`src/rtl/core/palette_gray_scaler_2bit_top_assert.svh`:
```
// assertion macros for the palette gray scaler
`ifndef PALETTE_GRAY_SCALER_2BIT_TOP_ASSERT_SVH
`define PALETTE_GRAY_SCALER_2BIT_TOP_ASSERT_SVH
`ifndef SYNTHESIS
`define PGS_ASSERT_IMP(label, clk, rst, ante, cons) \
   label: assert property (@(posedge clk) disable iff (rst) (ante) |-> (cons)) \
      else $error("assertion failed");
`define PGS_ASSERT_NXT(label, clk, rst, ante, cons) \
   label: assert property (@(posedge clk) disable iff (rst) (ante) |=> (cons)) \
      else $error("assertion failed");
`else
`define PGS_ASSERT_IMP(label, clk, rst, ante, cons)
`define PGS_ASSERT_NXT(label, clk, rst, ante, cons)
`endif
`endif

```
`src/rtl/core/pgs_pkg.sv`:
```
`timescale 1ns / 1ps
package pgs_pkg;
   typedef enum logic [1:0] {
      REQ_PALETTE = 2'd0,
      REQ_LINE    = 2'd1,
      REQ_ROW     = 2'd2,
      REQ_PIXEL   = 2'd3
   } req_kind_type;

   localparam int unsigned REG_SOURCE_WIDTH  = 0;
   localparam int unsigned REG_TARGET_WIDTH  = 1;
   localparam int unsigned REG_TARGET_HEIGHT = 2;
   localparam int unsigned REG_ROW_SCALE     = 3;
   localparam int unsigned REG_ORIGIN_X      = 4;
   localparam int unsigned REG_ORIGIN_Y      = 5;
   localparam int unsigned REG_SCREEN_COLS   = 6;
   localparam int unsigned REG_SCREEN_ROWS   = 7;

   localparam logic [7:0] GRAY_WHITE = 8'd255;

   // queue entry from front to back
   typedef struct packed {
      req_kind_type kind;
      logic [7:0]   entry_index;
      logic [7:0]   luma;
      logic [11:0]  coord;
      logic [13:0]  out_x;
      logic [13:0]  out_y;
      logic         written;
      logic [12:0]  frame_width;
   } work_type;

   function automatic logic [1:0] gray_to_level(input logic [7:0] g);
      logic [1:0] lvl;
      begin
         if (g >= 8'd255) lvl = 2'd3;
         else if (g >= 8'd170) lvl = 2'd2;
         else if (g >= 8'd85) lvl = 2'd1;
         else lvl = 2'd0;
         return lvl;
      end
   endfunction
endpackage

```
`src/rtl/core/pgs_front.sv`:
```
`timescale 1ns / 1ps
`include "palette_gray_scaler_2bit_top_assert.svh"
// classifies items: luma, row mapping, pixel clipping
module pgs_front (
   input  logic              clock,
   input  logic              reset,
   input  logic              in_valid,
   output logic              in_stall,
   input  logic [1:0]        in_type,
   input  logic [7:0]        in_index,
   input  logic [15:0]       in_color,
   input  logic              in_transp,
   input  logic [11:0]       in_coord,
   input  logic [12:0]       in_row_width,
   input  logic [11:0]       target_width,
   input  logic [11:0]       target_height,
   input  logic [27:0]       row_scale,
   input  logic [11:0]       origin_x,
   input  logic [11:0]       origin_y,
   input  logic [12:0]       screen_cols,
   input  logic [12:0]       screen_rows,
   output logic              q_valid,
   input  logic              q_stall,
   output pgs_pkg::work_type q_data
);
   logic              busy_ff, busy_in;
   logic [1:0]        type_ff;
   logic [7:0]        index_ff;
   logic [15:0]       color_ff;
   logic              transp_ff;
   logic [11:0]       coord_ff;
   logic [39:0]       prod_ff;
   logic              qv_ff, qv_in;
   pgs_pkg::work_type qd_ff, qd_in;
   logic [13:0]       last_row_ff, last_row_in;
   logic              live_ff, live_in;
   logic [13:0]       cur_row_ff, cur_row_in;
   logic [12:0]       fw_ff, fw_in;

   logic [12:0] dst;
   logic [14:0] oy;
   logic [14:0] ox;
   logic [15:0] luma_sum;
   logic        accept, finish;

   assign in_stall = busy_ff;
   assign accept   = in_valid && !busy_ff;
   assign finish   = busy_ff && !(qv_ff && q_stall);

   always_comb begin
      luma_sum = 16'((17'({color_ff[15:11], 3'b000}) * 17'd77
                    + 17'({color_ff[10:5], 2'b00}) * 17'd150
                    + 17'({color_ff[4:0], 3'b000}) * 17'd29) >> 8);
      dst = (prod_ff[39:16] > 24'd8191) ? 13'd8191 : prod_ff[28:16];
      oy  = 15'($signed(origin_y)) + 15'({2'b00, dst});
      ox  = 15'($signed(origin_x)) + 15'({3'b000, coord_ff});
   end

   always_comb begin
      busy_in     = busy_ff;
      qv_in       = qv_ff && q_stall;
      qd_in       = qd_ff;
      last_row_in = last_row_ff;
      live_in     = live_ff;
      cur_row_in  = cur_row_ff;
      fw_in       = fw_ff;
      if (accept) begin
         busy_in = 1'b1;
         if (pgs_pkg::req_kind_type'(in_type) == pgs_pkg::REQ_ROW) fw_in = in_row_width;
      end
      if (finish) begin
         busy_in           = 1'b0;
         qv_in             = 1'b1;
         qd_in             = '0;
         qd_in.kind        = pgs_pkg::req_kind_type'(type_ff);
         qd_in.entry_index = index_ff;
         qd_in.coord       = coord_ff;
         qd_in.luma        = transp_ff ? pgs_pkg::GRAY_WHITE : luma_sum[7:0];
         unique case (pgs_pkg::req_kind_type'(type_ff))
            pgs_pkg::REQ_ROW: begin
               cur_row_in  = oy[13:0];
               qd_in.out_y = oy[13:0];
               if ({1'b0, dst} == last_row_ff) begin
                  live_in = 1'b0;
               end else begin
                  last_row_in = {1'b0, dst};
                  live_in = (dst < {1'b0, target_height})
                     && ($signed(oy) < $signed({2'b00, screen_rows}));
               end
               qd_in.written = live_in;
            end
            pgs_pkg::REQ_PIXEL: begin
               qd_in.out_x       = ox[13:0];
               qd_in.out_y       = cur_row_ff;
               qd_in.frame_width = fw_ff;
               qd_in.written = live_ff && (coord_ff < target_width) && !ox[14]
                  && ($signed(ox) < $signed({2'b00, screen_cols}));
            end
            default: ;
         endcase
      end
   end

   always_ff @(posedge clock) begin
      if (reset) begin
         busy_ff     <= 1'b0;
         qv_ff       <= 1'b0;
         last_row_ff <= '1;
         live_ff     <= 1'b0;
         cur_row_ff  <= '0;
         fw_ff       <= '0;
      end else begin
         busy_ff     <= busy_in;
         qv_ff       <= qv_in;
         last_row_ff <= last_row_in;
         live_ff     <= live_in;
         cur_row_ff  <= cur_row_in;
         fw_ff       <= fw_in;
      end
   end

   always_ff @(posedge clock) begin
      qd_ff <= qd_in;
      if (accept) begin
         type_ff   <= in_type;
         index_ff  <= in_index;
         color_ff  <= in_color;
         transp_ff <= in_transp;
         coord_ff  <= in_coord;
         prod_ff   <= 40'(in_coord) * 40'(row_scale);
      end
   end

   assign q_valid = qv_ff;
   assign q_data  = qd_ff;

   `PGS_ASSERT_NXT(a_busy_after_accept, clock, reset, accept, busy_ff)
   `PGS_ASSERT_NXT(a_q_hold, clock, reset, qv_ff && q_stall, qv_ff && $stable(qd_ff))
   `PGS_ASSERT_IMP(a_no_busy_push_stall, clock, reset, finish, !(qv_ff && q_stall))
endmodule

```
`config.mk`:
```
export PLATFORM = sky130hd
export DESIGN_NAME = pgs_front
export DESIGN_NICKNAME = d
export VERILOG_FILES = /design/src/rtl/core/pgs_pkg.sv /design/src/rtl/core/pgs_front.sv
export VERILOG_INCLUDE_DIRS = /design/src /design/src/rtl/core
export SDC_FILE = /design/constraint.sdc
export NUM_CORES = 1
export LEC_CHECK = 0
export ABC_AREA = 1
export BUFFER_PORTS_ARGS = -buffer_cell sky130_fd_sc_hd__buf_4
export CAP_MARGIN = 20
export CORE_UTILIZATION = 56
export DETAILED_ROUTE_END_ITERATION = 10
export GPL_ROUTABILITY_DRIVEN = 0
export HOLD_SLACK_MARGIN = 0.1
export PLACE_DENSITY = 0.82
export SYNTH_ARGS = -nofsm -noshare
export SYNTH_HDL_FRONTEND = slang
export SYNTH_SLANG_ARGS = --single-unit
```
`constraint.sdc`:
```
create_clock -name clock -period 5.7 [get_ports clock]
set_input_delay 0.57 -clock clock [delete_from_list [all_inputs] [get_ports clock]]
set_output_delay 0.57 -clock clock [all_outputs]
set_load 0.05 [all_outputs]
```
# == Word level (Yosys, flattened, before mapping) ==
# Index checks and enable logic that the tools add are counted.
# classes
n_eq_ne,4
bitwise_logic,1
mux,4
div_mod_pow,0
reduce_logical,14
shift,0
add_sub_neg,4
magnitude_cmp,5
n_mul,4
# op_table
cell,n
$mul A12 B28 Y40,1
$pmux W15 S2,1
$gt A24 B13 Y1 const B,1
$add A15 B16 Y16,1
$add A16 B13 Y16,1
$add A12 B14 Y15,1
$lt A15 B14 Y1,1
$add A12 B13 Y14,1
$eq A13 B14 Y1,1
$lt A14 B14 Y1,1
$lt A13 B12 Y1,1
$mul A6 B7 Y13 const B,1
$mux W13,1
$lt A12 B12 Y1,1
$mul A5 B7 Y12 const B,1
$mul A5 B5 Y10 const B,1
$logic_and A1 B1 Y1,7
$eq A2 B2 Y1 const B,3
$reduce_and A2 Y1,2
$logic_not A1 Y1,3
$reduce_and A3 Y1,1
$mux W1,2
$reduce_or A2 Y1,1
$not A1 Y1,1
# word_totals
latch_bits,0
mem_count,0
ff_bits,195
input_bits,158
output_inout_bits,74
rom_bits,0
mem_bits_rw,0
elab_cells,56

# == Depth between registers and ports, before layout ==
# Gate-level depths: netlist (run 1).
# logic_depth
word_depth,7
mapped_depth,27
depth_no_buf,27

# == Worst setup path before layout (run 1) ==
# No wires, ideal clock.
# synth_timing
kind,input to register
from,input port in_coord[11]
to,register prod_ff[34] (data pin)
arrival_ns,5.373
stages,19
required_ns,5.435
path_slack_ns,0.061
n_path_buf,2
setup_ns,0.265
cell_sequence,clkbuf_1 clkbuf_1 nand2_1 fa_1 inv_1 fa_1 inv_1 fa_1 fa_1 fa_1 inv_1 ha_1 a21o_1 or2_2 a21oi_1 nor2_1 nor3b_1 o21ai_0 xor2_1
# synth_between
elab_chain_len,1
# synth_rtl
item,line_no,rtl
start: declaration,pgs_front.sv:13,"input logic [11:0] in_coord,"
$mul A12 B28 Y40,pgs_front.sv:130,prod_ff <= 40'(in_coord) * 40'(row_scale);
end signal: assignment,pgs_front.sv:130,
end: declaration,pgs_front.sv:32,logic [39:0] prod_ff;
# Every way passes these cells.
# A chain may end at the register's enable or synchronous reset.

# == Final worst setup path (run 1) ==
# layout_timing
from,input port in_coord[10]
to,register prod_ff[25] (data pin)
# Same word-level chain as after synthesis.

==> results of run 1 <==
==> sequential cells by signal, summed over array words and instances, names as in the netlist, 8 cells and up <==
signal,flops
index_ff,8
q_data,72
color_ff,16
last_row_ff,14
coord_ff,12
fw_ff,13
cur_row_ff,14
prod_ff,24
==> cell families after synthesis <==
group / count (synthesis)
buffers and inverters: 747
DFF: 179
adders and majority gates: 511
xor gates and xnor gates: 61
and+or+nand+nor: 905
AOI/OAI and AO/OA: 271
==> power by group <==
| group | leakage (nW) | internal (mW) | switching (mW) |
|---|---|---|---|
| logic | 11.4 | 3.22 | 5.82 |
| clock network | 0.313 | 0.668 | 0.591 |
| registers | 1.64 | 1.90 | 0.0775 |
| total | 13.4 | 5.79 | 6.48 |
==> final timing paths <==
kind                               start                       end  slack [ns]  cells after the start
hold / removal              in_color[14]    color_ff[14]$_DFFE_PP_        0.29                      1
hold reg to reg    index_ff[4]$_DFFE_PP_      q_data[66]$_DFFE_PP_        0.42                      0
setup / recovery            in_coord[10]     prod_ff[25]$_DFFE_PP_        0.48                     19
setup reg to reg  color_ff[14]$_DFFE_PP_  q_data[61]$_SDFFCE_PP1P_        0.63                     24
==> Yosys cell counts (all sizes together), types with 8 or more instances <==
cell and count:
nand4 21, ha 229, o21bai 8, nor2 129
inv 662, a21oi 134, xnor2 23, o21ai 88
dfxtp 44, nor3 14, nand2 637, xor2 38
fa 282, edfxtp 135, buf 18, a21o 8
or2 9, nand3 84, clkbuf 67
==> routing by layer <==
layer | wire, microns | part of all wire, % | global-route usage [%]
met5 | 8 | 0.014 | 0
met4 | 2385 | 4.3 | 14.09
met3 | 4334 | 7.7 | 5.146
met2 | 27960 | 50 | 50.79
met1 | 21380 | 38 | 34.74
==> stage by stage <==
step                      total power [mW]  instances  utilization (%)  hold slack (ns)  cell area, sq um
after CTS                            12.19       3386            64.12           0.2786             24900
after detailed placement             10.87       3354            62.46           0.4081             24250
final                                12.28       3390            64.21           0.2934             24930
after global placement               10.63       3354            62.46           0.4013             24250
after floorplan                      8.551       2674                -           0.4003             22100
after global routing                 13.51       3390            64.21           0.2757             24930
==> layout make-up <==
cell class / instances / share of cell area [%]
clock inverters: 12 / 0.5822
diodes: 3 / 0.03011
flip-flops and latches: 179 / 19.79
multi-input cells: 1748 / 57.47
clock buffers: 20 / 2.007
inverters: 662 / 9.967
repair buffers: 248 / 7.548
well taps: 518 / 2.600
==> worst register-to-register path, stage by stage (launching register included) <==
cell      delay, ns
edfxtp_1       0.50
inv_1          0.08
ha_1           0.28
inv_1          0.05
ha_1           0.27
inv_1          0.05
fa_1           0.50
inv_1          0.05
ha_1           0.35
nand2_1        0.07
o21ai_0        0.32
a21oi_1        0.14
o21ai_0        0.29
xnor2_1        0.20
inv_1          0.09
fa_1           0.49
ha_1           0.37
a21oi_1        0.19
nor3_1         0.06
nor2_1         0.08
nand2_1        0.06
a21oi_1        0.16
inv_1          0.06
nand2_1        0.05
nand3_1        0.07
==> placed cells by master (no fill, tap or decap), drive strengths merged, types with 6 or more instances in the layout <==
cell type / count
o21ai: 88
xor2: 38
clkbuf: 20
a21o: 8
ha: 229
fa: 282
nor2: 129
nand4: 21
a211oi: 7
o21bai: 8
dfxtp: 44
buf: 248
or2: 9
o21a: 6
a21oi: 134
xnor2: 23
nor3: 14
nand3: 84
inv: 668
a31oi: 7
nand2: 637
edfxtp: 135
==> results.cfg, run 1 <==
[status]
outcome = completed

[sta]
layout_setup_ws_ns = 0.4754
period_share_pct = 91.66
finalSetupTns_ns = 0
fin_skew_ns = 0.008796
tightest_slew_ns = 0.9148
min_period_ns = 5.225
hold_viol_final = 0
finalMaxSlewViolations = 0
rsz0062_at_grt = false
finalSetupViolCount = 0
maxSlewHeadroom_pct = 39.02
clock.fmax_mhz = 191.4

[drt]
drtAntennaViolNets = 0
routedWlPerCell_microns = 16.54
routed_via_density = 5.382
num_vias = 18250
drtIter0Drc = 1425
wirelength_microns = 56060
drt_first_pass_iters = 6
post-route-drc-count = 0

[power_and_ir_drop]
power.density_mw_per_mm2 = 492.5
p_leak_nw = 13.37
ir_drop_mv = 0.4672

[clock_tree]
cts_root_buf = clkbuf_16
cts_tree = yes
cts_sinks = 179
cts_made_buffers = 17
hold_buffers = 0
cts_post_setup_buffers_inserted = 0
cts_max_path_buffers = 2
clkTransAtPathRegs_ns = 0.08
cts_resized = 0
clock_latency_ns = 0.45
cts_htree_levels = 4

[yosys]
yosys.area_share.simple_pct = 17.20
synthesis.nets = 3343
yosysSeqAreaShare_pct = 22.33
ys_top_cells_by_area = fa_1, edfxtp_1, ha_1
synthArstFlopShare_pct = 0
syn_area_per_cell_sq_um = 8.264
synth_mux_area_share_pct = 0
syn_area_sq_mm = 0.02210
synth_top_family_by_area = adder cells
synth_edf_count = 135
synth_largest_area_cell = fa_1
syn-instance-count = 2674
synth_top_area_share_pct = 25.55
yosys_warnings = 0
synth-main-ff-cell = edfxtp_1
ys_ff_latch = 179
synth_xor_area_share_pct = 2.418
synth_compound_area_share_pct = 6.681
synthAdderAreaFrac_pct = 38.51
synth.distinct_cells = 46

[grt]
gr-total-overflow = 0
grt_max_degree = 65
track_usage_pct = 29.11
grt_pass1_wl_microns = 94530
antenna_found_initial = 4
grt_pass1_vias = 19460

[setup_path]
worst_path_largest_cell_delay_ns = 0.55
worst-path-buf-inv = 5
end_kind = register
cp.required_ns = 5.95
path_delay_family = adder cells
crit_type = in -> reg
cp_cell_sequence = buf_4 > buf_4 > nand2_1 > fa_1 > fa_1 > inv_1 > fa_1 > inv_1 > fa_1 > inv_1 > fa_1 > ha_1 > nand2_1 > o21ai_0 > a21oi_1 > nand2_1 > nand2_1 > a21oi_1 > xor2_1
worst-endpoint-arrival_ns = 5.48
cp_common_cell = fa_1
crit_slowest_cell = fa_1
critPathMaxFanout = 18
start_kind = primary input

[floorplan]
ioPinCount = 232
rows = 72
initial_utilization_pct = 56.92
die_w_microns = 200.7
die_area_sq_mm = 0.04026
chipHeight_microns = 200.7
fp.coreArea_sq_mm = 0.03883

[placement]
portBuffers = 231
post-place-ws_ns = 0.04959
dpl.hpwl_microns = 44940

[final_layout]
drive_above_1_share_pct = 11.40
layout.nets = 3525
area_delta_synth_final_pct = 12.82
multi_input_area_sq_mm = 0.01433
fill_cells = 3083
seq_area_sq_mm = 0.004935

[min_path]
hold_path.class = in -> reg

[run]
maxCapViolations = 0
Note: power is estimated with default switching activity, not from simulation.
==> run 2, diff against run 1 <==
--- a/config.mk
+++ b/config.mk
@@ -9,11 +9,11 @@
 export ABC_AREA = 1
 export BUFFER_PORTS_ARGS = -buffer_cell sky130_fd_sc_hd__buf_4
 export CAP_MARGIN = 20
-export CORE_UTILIZATION = 56
+export CORE_UTILIZATION = 60
 export DETAILED_ROUTE_END_ITERATION = 10
 export GPL_ROUTABILITY_DRIVEN = 0
 export HOLD_SLACK_MARGIN = 0.1
-export PLACE_DENSITY = 0.82
+export PLACE_DENSITY = 0.84
 export SYNTH_ARGS = -nofsm -noshare
 export SYNTH_HDL_FRONTEND = slang
 export SYNTH_SLANG_ARGS = --single-unit
==> constraint.sdc (replaced) <==
create_clock -name clock -period 5.6 [get_ports clock]
set_input_delay 0.56 -clock clock [delete_from_list [all_inputs] [get_ports clock]]
set_output_delay 0.56 -clock clock [all_outputs]
set_load 0.05 [all_outputs]
==> results.cfg, run 2 (synthesis results as in run 1) <==
[status]
outcome = completed

[final_layout]
fill_cells = 2688
drive_above_1_share_pct = 11.30
multi_input_area_sq_mm = 0.01433
area_delta_synth_final_pct = 12.22
seq_area_sq_mm = 0.004935
largest_reg_flops = 72
final_cell_mix = inv_1, nand2_1, fa_1
final_common_cell = inv_1
layout.nets = 3522
final_design_area_no_fill_sq_mm = 0.02480

[floorplan]
die_w_microns = 193.9
die_area_sq_mm = 0.03760
initial_utilization_pct = 61.53
rows = 69
ioPinCount = 232
chipHeight_microns = 193.9
fp.coreArea_sq_mm = 0.03591

[sta]
finalMaxSlewViolations = 0
finalSetupTns_ns = 0
finalSetupViolCount = 0
clock.fmax_mhz = 193.3
min_period_ns = 5.172
layout_setup_ws_ns = 0.4276
hold_viol_final = 0
maxSlewHeadroom_pct = 28.49
hold-worst-slack_ns = 0.2817
rsz0062_at_grt = false
fin_skew_ns = 0.01472
period_share_pct = 92.36
tightest_slew_ns = 1.071

[clock_tree]
cts_htree_levels = 4
cts_resized = 0
clkTransAtPathRegs_ns = 0.09
cts_max_path_buffers = 2
clock_latency_ns = 0.46
cts_root_buf = clkbuf_16
cts_tree = yes
cts_made_buffers = 17
cts_post_setup_buffers_inserted = 0
hold_buffers = 0
cts_sinks = 179

[grt]
track_usage_pct = 30.95
antenna_found_initial = 2
grt_pass1_vias = 19400
gr-total-overflow = 0
grt_max_degree = 65
grt_pass1_wl_microns = 93270

[setup_path]
critPathMaxFanout = 14
worst_path_largest_cell_delay_ns = 0.55
crit_slowest_cell = fa_1
cp.required_ns = 5.81
path_delay_family = adder cells
cp_cell_sequence = buf_4 > nand2_1 > fa_1 > inv_1 > fa_1 > inv_1 > fa_1 > fa_1 > fa_1 > inv_1 > ha_1 > a21o_1 > or2_2 > a21oi_1 > nor2_1 > nor3b_1 > o21ai_0 > xor2_1
worst-path-buf-inv = 4
worst-endpoint-arrival_ns = 5.38
end_kind = register
crit_type = in -> reg
cp_common_cell = fa_1
start_kind = primary input

[placement]
dpl.hpwl_microns = 44230
portBuffers = 231
place_area_sq_mm = 0.02418
post-place-ws_ns = 0.02866

[power_and_ir_drop]
p_leak_nw = 13.34
power.density_mw_per_mm2 = 506.9
ir_drop_mv = 0.6488

[drt]
num_vias = 18310
drtIter0Drc = 1350
routed_via_density = 5.499
drtAntennaViolNets = 0
routedWlPerCell_microns = 16.71
post-route-drc-count = 0
wirelength_microns = 55620
drt_first_pass_iters = 6

[min_path]
hold_path.class = in -> reg

[run]
maxCapViolations = 0
-- run 2: through the flow --
step | power, mW | util (%) | std cells
floorplan | 8.704 | - | 2674
global placement | 10.84 | 67.32 | 3295
detailed placement | 11.12 | 67.32 | 3295
CTS | 12.46 | 69.04 | 3327
global route | 13.76 | 69.05 | 3329
finish | 12.57 | 69.05 | 3329
-- run 2: layer usage --
| metal | track usage (%) | routed length (microns) | share of wire, % |
|---|---|---|---|
| met2 | 52.77 | 27110 | 49 |
| met4 | 16.52 | 2734 | 4.9 |
| met3 | 6.018 | 4458 | 8.0 |
| met5 | 0 | 0 | 0 |
| met1 | 37.17 | 21320 | 38 |
-- run 2: worst paths after layout --
kind	startpoint	slack, ns	depth (start not counted)	endpoint
hold reg to reg	index_ff[0]$_DFFE_PP_	0.42	0	q_data[62]$_DFFE_PP_
setup reg to reg	color_ff[14]$_DFFE_PP_	0.56	24	q_data[61]$_SDFFCE_PP1P_
setup / recovery	in_coord[10]	0.43	18	prod_ff[34]$_DFFE_PP_
hold / removal	in_index[7]	0.28	1	index_ff[7]$_DFFE_PP_
-- run 2: area by class of cell --
| class | instances | share of cell area [%] |
|---|---|---|
| antenna | 2 | 0.02018 |
| clock buffer | 17 | 1.715 |
| clock inverter | 15 | 0.7770 |
| inverter | 662 | 10.02 |
| multi-input combinational | 1748 | 57.78 |
| sequential | 179 | 19.90 |
| tap | 461 | 2.326 |
| timing repair buffer | 245 | 7.467 |
-- run 2: power breakdown --
group	internal (mW)	leakage [nW]	switching, mW
logic	3.33	11.4	5.97
registers	1.94	1.64	0.0803
clock network	0.617	0.296	0.641
